File: config.mk
export PLATFORM = sky130hd
export DESIGN_NAME = multilevel_priority_fifo_top
export DESIGN_NICKNAME = d
export VERILOG_FILES = /design/src/design/mlpf_pkg.sv /design/src/design/mlpf_ram.sv /design/src/design/mlpf_dpath.sv /design/src/design/mlpf_ctrl.sv /design/src/design/multilevel_priority_fifo_top.sv
export SDC_FILE = /design/constraint.sdc
export NUM_CORES = 1
export LEC_CHECK = 0
export BUFFER_PORTS_ARGS = -buffer_cell sky130_fd_sc_hd__buf_2
export CORE_ASPECT_RATIO = 0.7
export CORE_MARGIN = 3
export CORE_UTILIZATION = 60
export CTS_CLUSTER_SIZE = 8
export DETAILED_ROUTE_END_ITERATION = 8
export PLACE_DENSITY_LB_ADDON = 0.15
export SLEW_MARGIN = 20
export SYNTH_ARGS = -nofsm -noshare
export SYNTH_HDL_FRONTEND = slang
export SYNTH_HIERARCHICAL = 1
export SYNTH_SLANG_ARGS = --single-unit
File: constraint.sdc
create_clock -name clk -period 10.8 [get_ports clk]
set_clock_uncertainty 0.15 [all_clocks]
set_input_delay 1.62 -clock clk [delete_from_list [all_inputs] [get_ports clk]]
set_output_delay 1.62 -clock clk [all_outputs]
set_load 0.1 [all_outputs]
File: src/design/mlpf_pkg.sv
// ----------------------------------------------------------------------------
// mlpf_pkg - shared types and constants of the multilevel priority FIFO
// Sizes, status codes and the controller-to-datapath command.
// ----------------------------------------------------------------------------
package mlpf_pkg;

  localparam int LEVELS      = 4;
  localparam int DEPTH       = 8;
  localparam int VALUE_WIDTH = 16;

  localparam int OP_W        = 1;
  localparam int VALUE_F_W   = 16;
  localparam int PRIO_W      = 3;
  localparam int STATUS_W    = 3;

  localparam int LVL_W   = (LEVELS > 1) ? $clog2(LEVELS) : 1;
  localparam int SLOT_W  = (DEPTH > 1) ? $clog2(DEPTH) : 1;
  localparam int CNT_W   = $clog2(DEPTH + 1);
  localparam int SLOTS   = LEVELS * DEPTH;
  localparam int ADDR_W  = $clog2(SLOTS);

  localparam logic [OP_W-1:0] OP_INSERT = 1'b0;
  localparam logic [OP_W-1:0] OP_REMOVE = 1'b1;

  localparam logic [STATUS_W-1:0] ST_INSERTED = 3'd0;
  localparam logic [STATUS_W-1:0] ST_FULL     = 3'd1;
  localparam logic [STATUS_W-1:0] ST_BAD_PRIO = 3'd2;
  localparam logic [STATUS_W-1:0] ST_REMOVED  = 3'd3;
  localparam logic [STATUS_W-1:0] ST_EMPTY    = 3'd4;

  typedef logic [SLOT_W-1:0] slot_t;
  typedef logic [CNT_W-1:0]  cnt_t;

  typedef struct packed {
    logic load;   // beat accepted: decide, update pointers, access store
  } mlpf_cmd_t;

  function automatic slot_t next_slot(input slot_t idx);
    if (idx == slot_t'(DEPTH - 1)) begin
      return '0;
    end
    return idx + slot_t'(1);
  endfunction

endpackage

File: src/design/mlpf_ram.sv
// ----------------------------------------------------------------------------
// mlpf_ram - generic single-write, single-read RAM
// One write port, one read port with registered read data.
// ----------------------------------------------------------------------------
module mlpf_ram #(
  parameter int WIDTH = 16,
  parameter int DEPTH = 32
) (
  input  logic                     clk,
  input  logic                     we,
  input  logic [$clog2(DEPTH)-1:0] waddr,
  input  logic [WIDTH-1:0]         wdata,
  input  logic                     re,
  input  logic [$clog2(DEPTH)-1:0] raddr,
  output logic [WIDTH-1:0]         rdata
);

  logic [WIDTH-1:0] mem_r [DEPTH];
  logic [WIDTH-1:0] rdata_r;

  always_ff @(posedge clk) begin
    if (we) begin
      mem_r[waddr] <= wdata;
    end
    if (re) begin
      rdata_r <= mem_r[raddr];
    end
  end

  assign rdata = rdata_r;

endmodule

File: src/design/mlpf_dpath.sv
// ----------------------------------------------------------------------------
// mlpf_dpath - per-level FIFO pointers, counts, value store and result
// Picks the level, updates its pointers and holds the result of one beat.
// ----------------------------------------------------------------------------
module mlpf_dpath (
  input  logic                         clk,
  input  logic                         rst_n,
  input  mlpf_pkg::mlpf_cmd_t          cmd,
  input  logic [mlpf_pkg::OP_W-1:0]     op,
  input  logic [mlpf_pkg::VALUE_F_W-1:0] value,
  input  logic [mlpf_pkg::PRIO_W-1:0]   priority_req,
  output logic [mlpf_pkg::STATUS_W-1:0] status,
  output logic [mlpf_pkg::VALUE_F_W-1:0] removed_value,
  output logic [mlpf_pkg::PRIO_W-1:0]   removed_priority
);
  import mlpf_pkg::*;

  slot_t                 head_r  [LEVELS];
  slot_t                 head_nxt[LEVELS];
  slot_t                 tail_r  [LEVELS];
  slot_t                 tail_nxt[LEVELS];
  cnt_t                  cnt_r   [LEVELS];
  cnt_t                  cnt_nxt [LEVELS];
  logic [STATUS_W-1:0]   status_r, status_nxt;
  logic [PRIO_W-1:0]     rprio_r, rprio_nxt;

  logic [LVL_W-1:0]      ins_lvl;
  logic                  bad_prio;
  logic [LVL_W-1:0]      rem_lvl;
  logic                  rem_found;
  logic                  ram_we;
  logic                  ram_re;
  logic [ADDR_W-1:0]     waddr;
  logic [ADDR_W-1:0]     raddr;
  logic [VALUE_WIDTH-1:0] wdata;
  logic [VALUE_WIDTH-1:0] rdata;

  assign bad_prio = (priority_req == '0) || (int'(priority_req) > LEVELS);
  assign ins_lvl  = LVL_W'(priority_req - PRIO_W'(1));
  assign wdata    = VALUE_WIDTH'(value);
  assign waddr    = ADDR_W'(ins_lvl) * ADDR_W'(DEPTH) + ADDR_W'(tail_r[ins_lvl]);
  assign raddr    = ADDR_W'(rem_lvl) * ADDR_W'(DEPTH) + ADDR_W'(head_r[rem_lvl]);

  // most urgent non-empty level
  always_comb begin
    rem_lvl   = '0;
    rem_found = 1'b0;
    for (int i = LEVELS - 1; i >= 0; i--) begin
      if (cnt_r[i] != '0) begin
        rem_lvl   = LVL_W'(i);
        rem_found = 1'b1;
      end
    end
  end

  always_comb begin
    head_nxt   = head_r;
    tail_nxt   = tail_r;
    cnt_nxt    = cnt_r;
    status_nxt = status_r;
    rprio_nxt  = rprio_r;
    ram_we     = 1'b0;
    ram_re     = 1'b0;
    if (cmd.load) begin
      rprio_nxt = '0;
      if (op == OP_INSERT) begin
        if (bad_prio) begin
          status_nxt = ST_BAD_PRIO;
        end else if (cnt_r[ins_lvl] == cnt_t'(DEPTH)) begin
          status_nxt = ST_FULL;
        end else begin
          ram_we            = 1'b1;
          tail_nxt[ins_lvl] = next_slot(tail_r[ins_lvl]);
          cnt_nxt[ins_lvl]  = cnt_r[ins_lvl] + cnt_t'(1);
          status_nxt        = ST_INSERTED;
        end
      end else begin
        if (rem_found) begin
          ram_re            = 1'b1;
          head_nxt[rem_lvl] = next_slot(head_r[rem_lvl]);
          cnt_nxt[rem_lvl]  = cnt_r[rem_lvl] - cnt_t'(1);
          rprio_nxt         = PRIO_W'(rem_lvl) + PRIO_W'(1);
          status_nxt        = ST_REMOVED;
        end else begin
          status_nxt = ST_EMPTY;
        end
      end
    end
  end

  always_ff @(posedge clk) begin
    if (!rst_n) begin
      for (int i = 0; i < LEVELS; i++) begin
        head_r[i] <= '0;
        tail_r[i] <= '0;
        cnt_r[i]  <= '0;
      end
    end else begin
      head_r <= head_nxt;
      tail_r <= tail_nxt;
      cnt_r  <= cnt_nxt;
    end
  end

  always_ff @(posedge clk) begin
    status_r <= status_nxt;
    rprio_r  <= rprio_nxt;
  end

  mlpf_ram #(
    .WIDTH (VALUE_WIDTH),
    .DEPTH (SLOTS)
  ) u_store (
    .clk   (clk),
    .we    (ram_we),
    .waddr (waddr),
    .wdata (wdata),
    .re    (ram_re),
    .raddr (raddr),
    .rdata (rdata)
  );

  assign status           = status_r;
  assign removed_priority = rprio_r;
  assign removed_value    = (status_r == ST_REMOVED) ? VALUE_F_W'(rdata) : '0;

endmodule

File: src/design/mlpf_ctrl.sv
// ----------------------------------------------------------------------------
// mlpf_ctrl - beat sequencing for the multilevel priority FIFO
// Takes one beat, presents its result, waits for it to be taken.
// ----------------------------------------------------------------------------
module mlpf_ctrl (
  input  logic                clk,
  input  logic                rst_n,
  input  logic                in_valid,
  output logic                in_stall,
  output logic                out_valid,
  input  logic                out_stall,
  output mlpf_pkg::mlpf_cmd_t cmd
);
  import mlpf_pkg::*;

  localparam logic S_IDLE = 1'b0;
  localparam logic S_OUT  = 1'b1;

  logic state_r, state_nxt;

  always_comb begin
    state_nxt = state_r;
    cmd.load  = 1'b0;
    unique case (state_r)
      S_IDLE: begin
        if (in_valid) begin
          cmd.load  = 1'b1;
          state_nxt = S_OUT;
        end
      end
      S_OUT: begin
        if (!out_stall) begin
          state_nxt = S_IDLE;
        end
      end
      default: state_nxt = S_IDLE;
    endcase
  end

  always_ff @(posedge clk) begin
    if (!rst_n) begin
      state_r <= S_IDLE;
    end else begin
      state_r <= state_nxt;
    end
  end

  assign in_stall  = (state_r != S_IDLE);
  assign out_valid = (state_r == S_OUT);

endmodule

File: src/design/multilevel_priority_fifo_top.sv
// ----------------------------------------------------------------------------
// multilevel_priority_fifo_top - priority queue of per-level bounded FIFOs
// Result: registered, valid in the cycle after the input beat is taken.
// A new beat is not taken while a result is presented: in_stall stays high
//   until the result is taken, and longer while out_stall is held.
// Reset: synchronous, active low; all levels empty, store contents undefined.
// ----------------------------------------------------------------------------
module multilevel_priority_fifo_top (
  input  logic                           clk,
  input  logic                           rst_n,
  input  logic                           in_valid,
  output logic                           in_stall,
  input  logic [mlpf_pkg::OP_W-1:0]      in_op,
  input  logic [mlpf_pkg::VALUE_F_W-1:0] in_value,
  input  logic [mlpf_pkg::PRIO_W-1:0]    in_priority_req,
  output logic                           out_valid,
  input  logic                           out_stall,
  output logic [mlpf_pkg::STATUS_W-1:0]  out_status,
  output logic [mlpf_pkg::VALUE_F_W-1:0] out_removed_value,
  output logic [mlpf_pkg::PRIO_W-1:0]    out_removed_priority
);
  import mlpf_pkg::*;

  mlpf_cmd_t cmd;

  mlpf_ctrl u_ctrl (
    .clk       (clk),
    .rst_n     (rst_n),
    .in_valid  (in_valid),
    .in_stall  (in_stall),
    .out_valid (out_valid),
    .out_stall (out_stall),
    .cmd       (cmd)
  );

  mlpf_dpath u_dpath (
    .clk              (clk),
    .rst_n            (rst_n),
    .cmd              (cmd),
    .op               (in_op),
    .value            (in_value),
    .priority_req     (in_priority_req),
    .status           (out_status),
    .removed_value    (out_removed_value),
    .removed_priority (out_removed_priority)
  );

endmodule

==> results.cfg, run 1 <==
[clock_tree]
post-cts-setup-buffer-count = 0
cts.sinks = 575
clock_latency_ns = 0.59
cts_tree = done
cts_buffers = 81
cts.path.max_buffers = 3
root_buffer = clkbuf_16
cts_hold_buf = 0
cts.clk_slew.worst_paths_ns = 0.05
ctsHtreeMaxLevel = 3
post_cts_resize_count = 0

[global_routing]
met3_usage = 0.0815
met1_usage = 0.418
grt_busiest_layer = met1
track_usage = 0.272
grt_pass1_wl_um = 83200
met2_usage = 0.375
antenna_found_initial = 0
grt_pass1_vias = 12610
grt_max_degree = 143
grt-ovfl-total = 0

[sta]
drv_slew = 0
max_freq_mhz = 178
fin_crit_sh = 0.521
maxSlewHeadroom = 0.219
final_hold_viol_count = 0
setup_ws_ns = 5.17
worst_pin_slew_ns = 1.17
tns_ns = 0
period_minus_slack_ns = 5.63
setup_viol = 0
rsz0062_at_grt = false

[detailed_routing]
detail_route.drc_violations = 0
first_iter_violations = 1810
wire_per_inst_um = 27.0
vias = 13503
wirelength_um = 56600
ant_nets = 0
detail_route.first_pass.iterations = 6
via_per_inst = 6.44

[synth]
synthArstFlopShare = 0
synth_top_family_by_area = multiplexers
yosys_warnings = 6
netlist_area_um2 = 23700
synth_top_cells_by_area = edfxtp_1 (68%), mux2i_1 (12%), dfxtp_1 (3.5%)
synth_compound_area_frac = 0.0682
synth.distinct_cells = 65
synth_top_area_frac = 0.676
synth_nets = 1504
syn_area_per_cell_um2 = 16.2
synth_edf_count = 534
synthAdderAreaFrac = 0.00739
synth_xor_area_frac = 0.00185
synth_ff_type = edfxtp_1
synthMuxAreaShare = 0.124
yosys.area_share.simple = 0.0590
netlist_instances = 1466
ys_ff_latch = 575
yosysTopAreaCell = edfxtp_1
seq_area_frac_synth = 0.711

[finish]
drive_gt1_frac = 0.129
fillers = 2598
finalNetCount = 1582
synthToLayoutAreaGrowth_pct = 11.8
final_common_cell = edfxtp_1
layout.cells.most_common_list = edfxtp_1 (534), mux2i_1 (278), clkbuf_16 (86)

[pwr]
power.density_nw_per_um2 = 203
comb_power_share = 0.123
vdd_drop_max_mv = 0.165
p_switching_w = 0.00133
switching_share = 0.247
pwr-share-seq = 0.459
leakagePower_nw = 8.46
p_int_w = 0.00406
finalPower_w = 0.00539
p_clk_frac = 0.418

[critical_path]
worstPathRequired_ns = 10.91
crit_path_start_kind = flop
cp_max_fo = 142
arrival_ns = 5.74
critPathCaptureType = flop
path_class = reg2reg

[placed_design]
io_buffers = 47
hpwl_um = 33100
gp_congestion = 0.947
dpl_worst_slack_ns = 4.76

[floorplan]
core_um2 = 38700
dieArea_um2 = 42000
initial_utilization = 0.612
rows = 60
die_w_um = 244
ios = 48
die_h_um = 172

[run]
maxCapViolCount = 0

[outcome]
status = completed

[hold_path]
holdCritPathClass = reg2reg
==> stage by stage <==
| step | cells | hold WS [ns] | utilization | area (µm²) |
|---|---|---|---|---|
| after floorplan | 1466 | 0.282 | - | 23700 |
| after global placement | 1988 | 0.294 | 0.626 | 24300 |
| after detailed placement | 1988 | 0.307 | 0.627 | 24300 |
| after CTS | 2097 | 0.315 | 0.685 | 26500 |
| after global routing | 2097 | 0.338 | 0.685 | 26500 |
| final | 2098 | 0.315 | 0.685 | 26500 |
==> worst max-delay path: stages (launching register included) <==
cell and delay (ns):
dfxtp_1 0.39, or4_1 0.75, a211oi_4 0.26, buf_4 0.37
mux2i_1 0.18, mux2i_4 0.21, buf_12 0.63, buf_4 0.95
mux2i_1 0.32, nand2_1 0.10, a31oi_1 0.53, nand3_1 0.24
==> routing by layer <==
layer  vias up  wire [µm]
met5         -          0
met4         0       1570
met3       107       6650
met2       719      23600
met1      6777      24800
li1       5900          -
==> worst paths after layout <==
check        cells after the start  slack, ns                  endpoint               from
min reg2reg                      2       0.31         u_dpath/tail_r[6]  u_dpath/tail_r[6]
min                              2       0.31         u_dpath/tail_r[6]  u_dpath/tail_r[6]
max reg2reg                     11       5.17  u_dpath/u_store/rdata[4]  u_dpath/cnt_r[15]
max                             11       5.17  u_dpath/u_store/rdata[4]  u_dpath/cnt_r[15]
==> power by group through the flow <==
stage	Clock (W)	Sequential [W]	Combinational, W
after global routing	0.00240	0.00247	0.000696
after CTS	0.00229	0.00247	0.000652
final	0.00225	0.00248	0.000663
after detailed placement	0	0.00252	0.000649
after global placement	0	0.00252	0.000644
after floorplan	0	0.00253	0.000407
==> layout make-up <==
| cell class | count | area, µm² | share of cell area |
|---|---|---|---|
| clock buffers | 108 | 2230 | 0.0842 |
| inverters | 16 | 60.1 | 0.00226 |
| diodes | 1 | 2.50 | 0.0000943 |
| clock inverters | 1 | 16.3 | 0.000613 |
| flip-flops and latches | 575 | 16900 | 0.635 |
| repair buffers | 80 | 495 | 0.0187 |
| multi-input cells | 790 | 6200 | 0.234 |
| well taps | 527 | 659 | 0.0249 |
==> logic make-up (layout without fill, tap and decap cells) <==
kind of cell	Yosys count	count (layout)
DFF	575	575
muxes	285	285
and+or+nand+nor	268	268
AOI/OAI and AO/OA	218	218
buffers and inverters	101	205
adders and majority gates	14	14
xor gates and xnor gates	5	5
other	0	1
==> registers in the layout, indices dropped and copies added, names as in the netlist <==
name                      flops
u_dpath/removed_priority      3
u_dpath/tail_r               12
u_dpath/head_r               12
u_dpath/status                3
u_dpath/u_store/mem_r       512
u_dpath/u_store/rdata        16
u_dpath/cnt_r                16
u_ctrl/in_stall               1
==> synthesized netlist by cell type, types with 3 or more instances <==
cell type    n
nand2_1     69
or3b_2       4
xnor2_1      3
o221ai_1     6
buf_4       20
a22oi_1     64
a31oi_1     18
nand3b_1     6
nor2_1      51
buf_2       25
nor3_1      22
and2_1      22
clkbuf_1    21
o21ai_0     14
a22o_1      32
nand2b_1     3
o32a_1       3
mux2i_1    278
buf_8        6
o211a_1     12
dfxtp_1     41
nor2b_1     15
mux4_2       5
inv_1       16
nor4_1       3
a21boi_0     3
edfxtp_1   534
nor4_4       4
o2111ai_1    3
buf_12       5
a21oi_1     40
ha_1        14
nand4_1     20
or4_1        4
nand3_1     36
buf_6        8
No activity file was read; power rests on OpenSTA's default activity.
==> run 2, diff against run 1 <==
==> constraint.sdc (replaced) <==
create_clock -name clk -period 5.7 [get_ports clk]
set_clock_uncertainty 0.15 [all_clocks]
set_input_delay 0.855 -clock clk [delete_from_list [all_inputs] [get_ports clk]]
set_output_delay 0.855 -clock clk [all_outputs]
set_load 0.1 [all_outputs]
==> run 2 against run 1 <==
  * Die area unchanged
  * Worst hold slack lost 0.0021 ns
  * Critical path type unchanged
  * Highest routed layer unchanged
  * Sequential power is 89% higher
  * Register-to-register slack worse by 4.0 ns
==> results.cfg, run 2 (synthesis gave the netlist of run 1 again) <==
[floorplan]
ios = 48
rows = 60
initial_utilization = 0.612
dieArea_um2 = 42000
die_h_um = 172
core_um2 = 38700
die_w_um = 244

[critical_path]
path_class = reg2reg
cp_top_family = simple AND/OR/NAND/NOR gates
arrival_ns = 4.71
worstPathRequired_ns = 5.84
crit_path_max_incr_delay_ns = 0.78
worstPathCellList = or4_1, a211oi_4, mux2i_1, a21oi_1, and2_2, buf_4, a22oi_1, nand4_1, nand3_1
crit_slowest_cell = or4_1
worst-path-buf-inv = 1
cp-startpoint = u_dpath/cnt_r[11]
cp_max_fo = 33
critPathCaptureType = flop
crit_path_start_kind = flop
reg2reg_from = u_dpath/cnt_r[11]

[pwr]
power.density_nw_per_um2 = 383
p_clk_frac = 0.417
comb_power_share = 0.123
switching_share = 0.248
vdd_drop_max_mv = 0.243
leakagePower_nw = 8.53
p_int_w = 0.00767
p_switching_w = 0.00253
pwr-share-seq = 0.460

[hold_path]
holdCritPathClass = reg2reg
hold_start = u_dpath/tail_r[3]

[finish]
drive_gt1_frac = 0.134
largest_reg_flops = 512
final_common_cell = edfxtp_1
instances_no_fill = 2113
top_register = u_dpath/u_store/mem_r
layout.cells.most_common_list = edfxtp_1 (534), mux2i_1 (278), clkbuf_16 (85)
finalNetCount = 1595
fillers = 2633
synthToLayoutAreaGrowth_pct = 12.3

[sta]
period_minus_slack_ns = 4.57
worst_pin_slew_ns = 1.06
whs_ns = 0.313
setup_ws_ns = 1.13
rsz0062_at_grt = false
setup_viol = 0
tns_ns = 0
maxSlewHeadroom = 0.294
max_freq_mhz = 219
final_hold_viol_count = 0
drv_slew = 0
fin_crit_sh = 0.802

[detailed_routing]
wirelength_um = 56400
detail_route.first_pass.iterations = 5
wire_per_inst_um = 26.7
via_per_inst = 6.39
detail_route.drc_violations = 0
first_iter_violations = 1776
ant_nets = 0
vias = 13506

[placed_design]
dpl_worst_slack_ns = 0.742
gp_congestion = 0.991
hpwl_um = 34400
io_buffers = 47
dp.cells = 2001

[clock_tree]
post-cts-setup-buffer-count = 0
post_cts_resize_count = 0
ctsHtreeMaxLevel = 3
cts.sinks = 575
clock_latency_ns = 0.58
root_buffer = clkbuf_16
cts.clk_slew.worst_paths_ns = 0.05
cts_tree = done
cts.path.max_buffers = 3
cts_buffers = 81
cts_hold_buf = 0

[global_routing]
grt_max_degree = 111
grt-ovfl-total = 0
antenna_found_initial = 0
grt_pass1_vias = 12773
grt_pass1_wl_um = 82700
track_usage = 0.270

[outcome]
status = completed

[run]
maxCapViolCount = 0
[run 2: changes by cell type in the layout (fill, tap and decap cells not counted), sizes merged]
cell    delta
buf       +13
clkbuf     +1
clkinv     -1
inv        +2
[run 2: final timing paths]
kind / endpoint / slack [ns] / depth (start not counted)
max reg2reg: u_dpath/u_store/rdata[7] / 1.13 / 9
min: u_dpath/tail_r[3] / 0.31 / 2
min reg2reg: u_dpath/tail_r[3] / 0.31 / 2
max: u_dpath/u_store/rdata[7] / 1.13 / 9
[run 2: worst reg2reg max path, delay by kind of cell (launching register included)]
kind	cells	cell delay, ns
buf+inv	1	0.53
flops	1	0.38
mux	1	0.14
compound gates	3	1.25
simple gates	4	1.85
[run 2: layout make-up]
cell class              count  area (µm²)  area share
diodes                      1        2.50   0.0000940
multi-input cells         790        6200       0.233
clock buffers             109        2220      0.0833
repair buffers             93         618      0.0232
flip-flops and latches    575       16900       0.633
well taps                 527         659      0.0248
clock inverters             2        17.5    0.000658
inverters                  16        60.1     0.00226
[run 2: metrics by stage]
stage	power, W	area (µm²)	util
final	0.0102	26600	0.687
after global routing	0.0105	26600	0.687
after CTS	0.0102	26600	0.687
after detailed placement	0.00599	24400	0.630
after global placement	0.00598	24400	0.630
after floorplan	0.00557	23700	-
[run 2: per-layer routing]
layer / GRT usage / vias to the layer above / wire length, µm
li1: - / 5934 / -
met1: 0.412 / 6799 / 24900
met2: 0.384 / 690 / 24400
met3: 0.0755 / 83 / 5710
met4: 0.0777 / 0 / 1360
met5: 0 / - / 0
[run 2: power by group through the flow]
stage / Sequential (W) / Combinational (W) / Clock [W]
final: 0.00469 / 0.00126 / 0.00425
after global routing: 0.00469 / 0.00132 / 0.00450
after CTS: 0.00469 / 0.00122 / 0.00431
after detailed placement: 0.00477 / 0.00122 / 0
after global placement: 0.00477 / 0.00121 / 0
after floorplan: 0.00480 / 0.000771 / 0
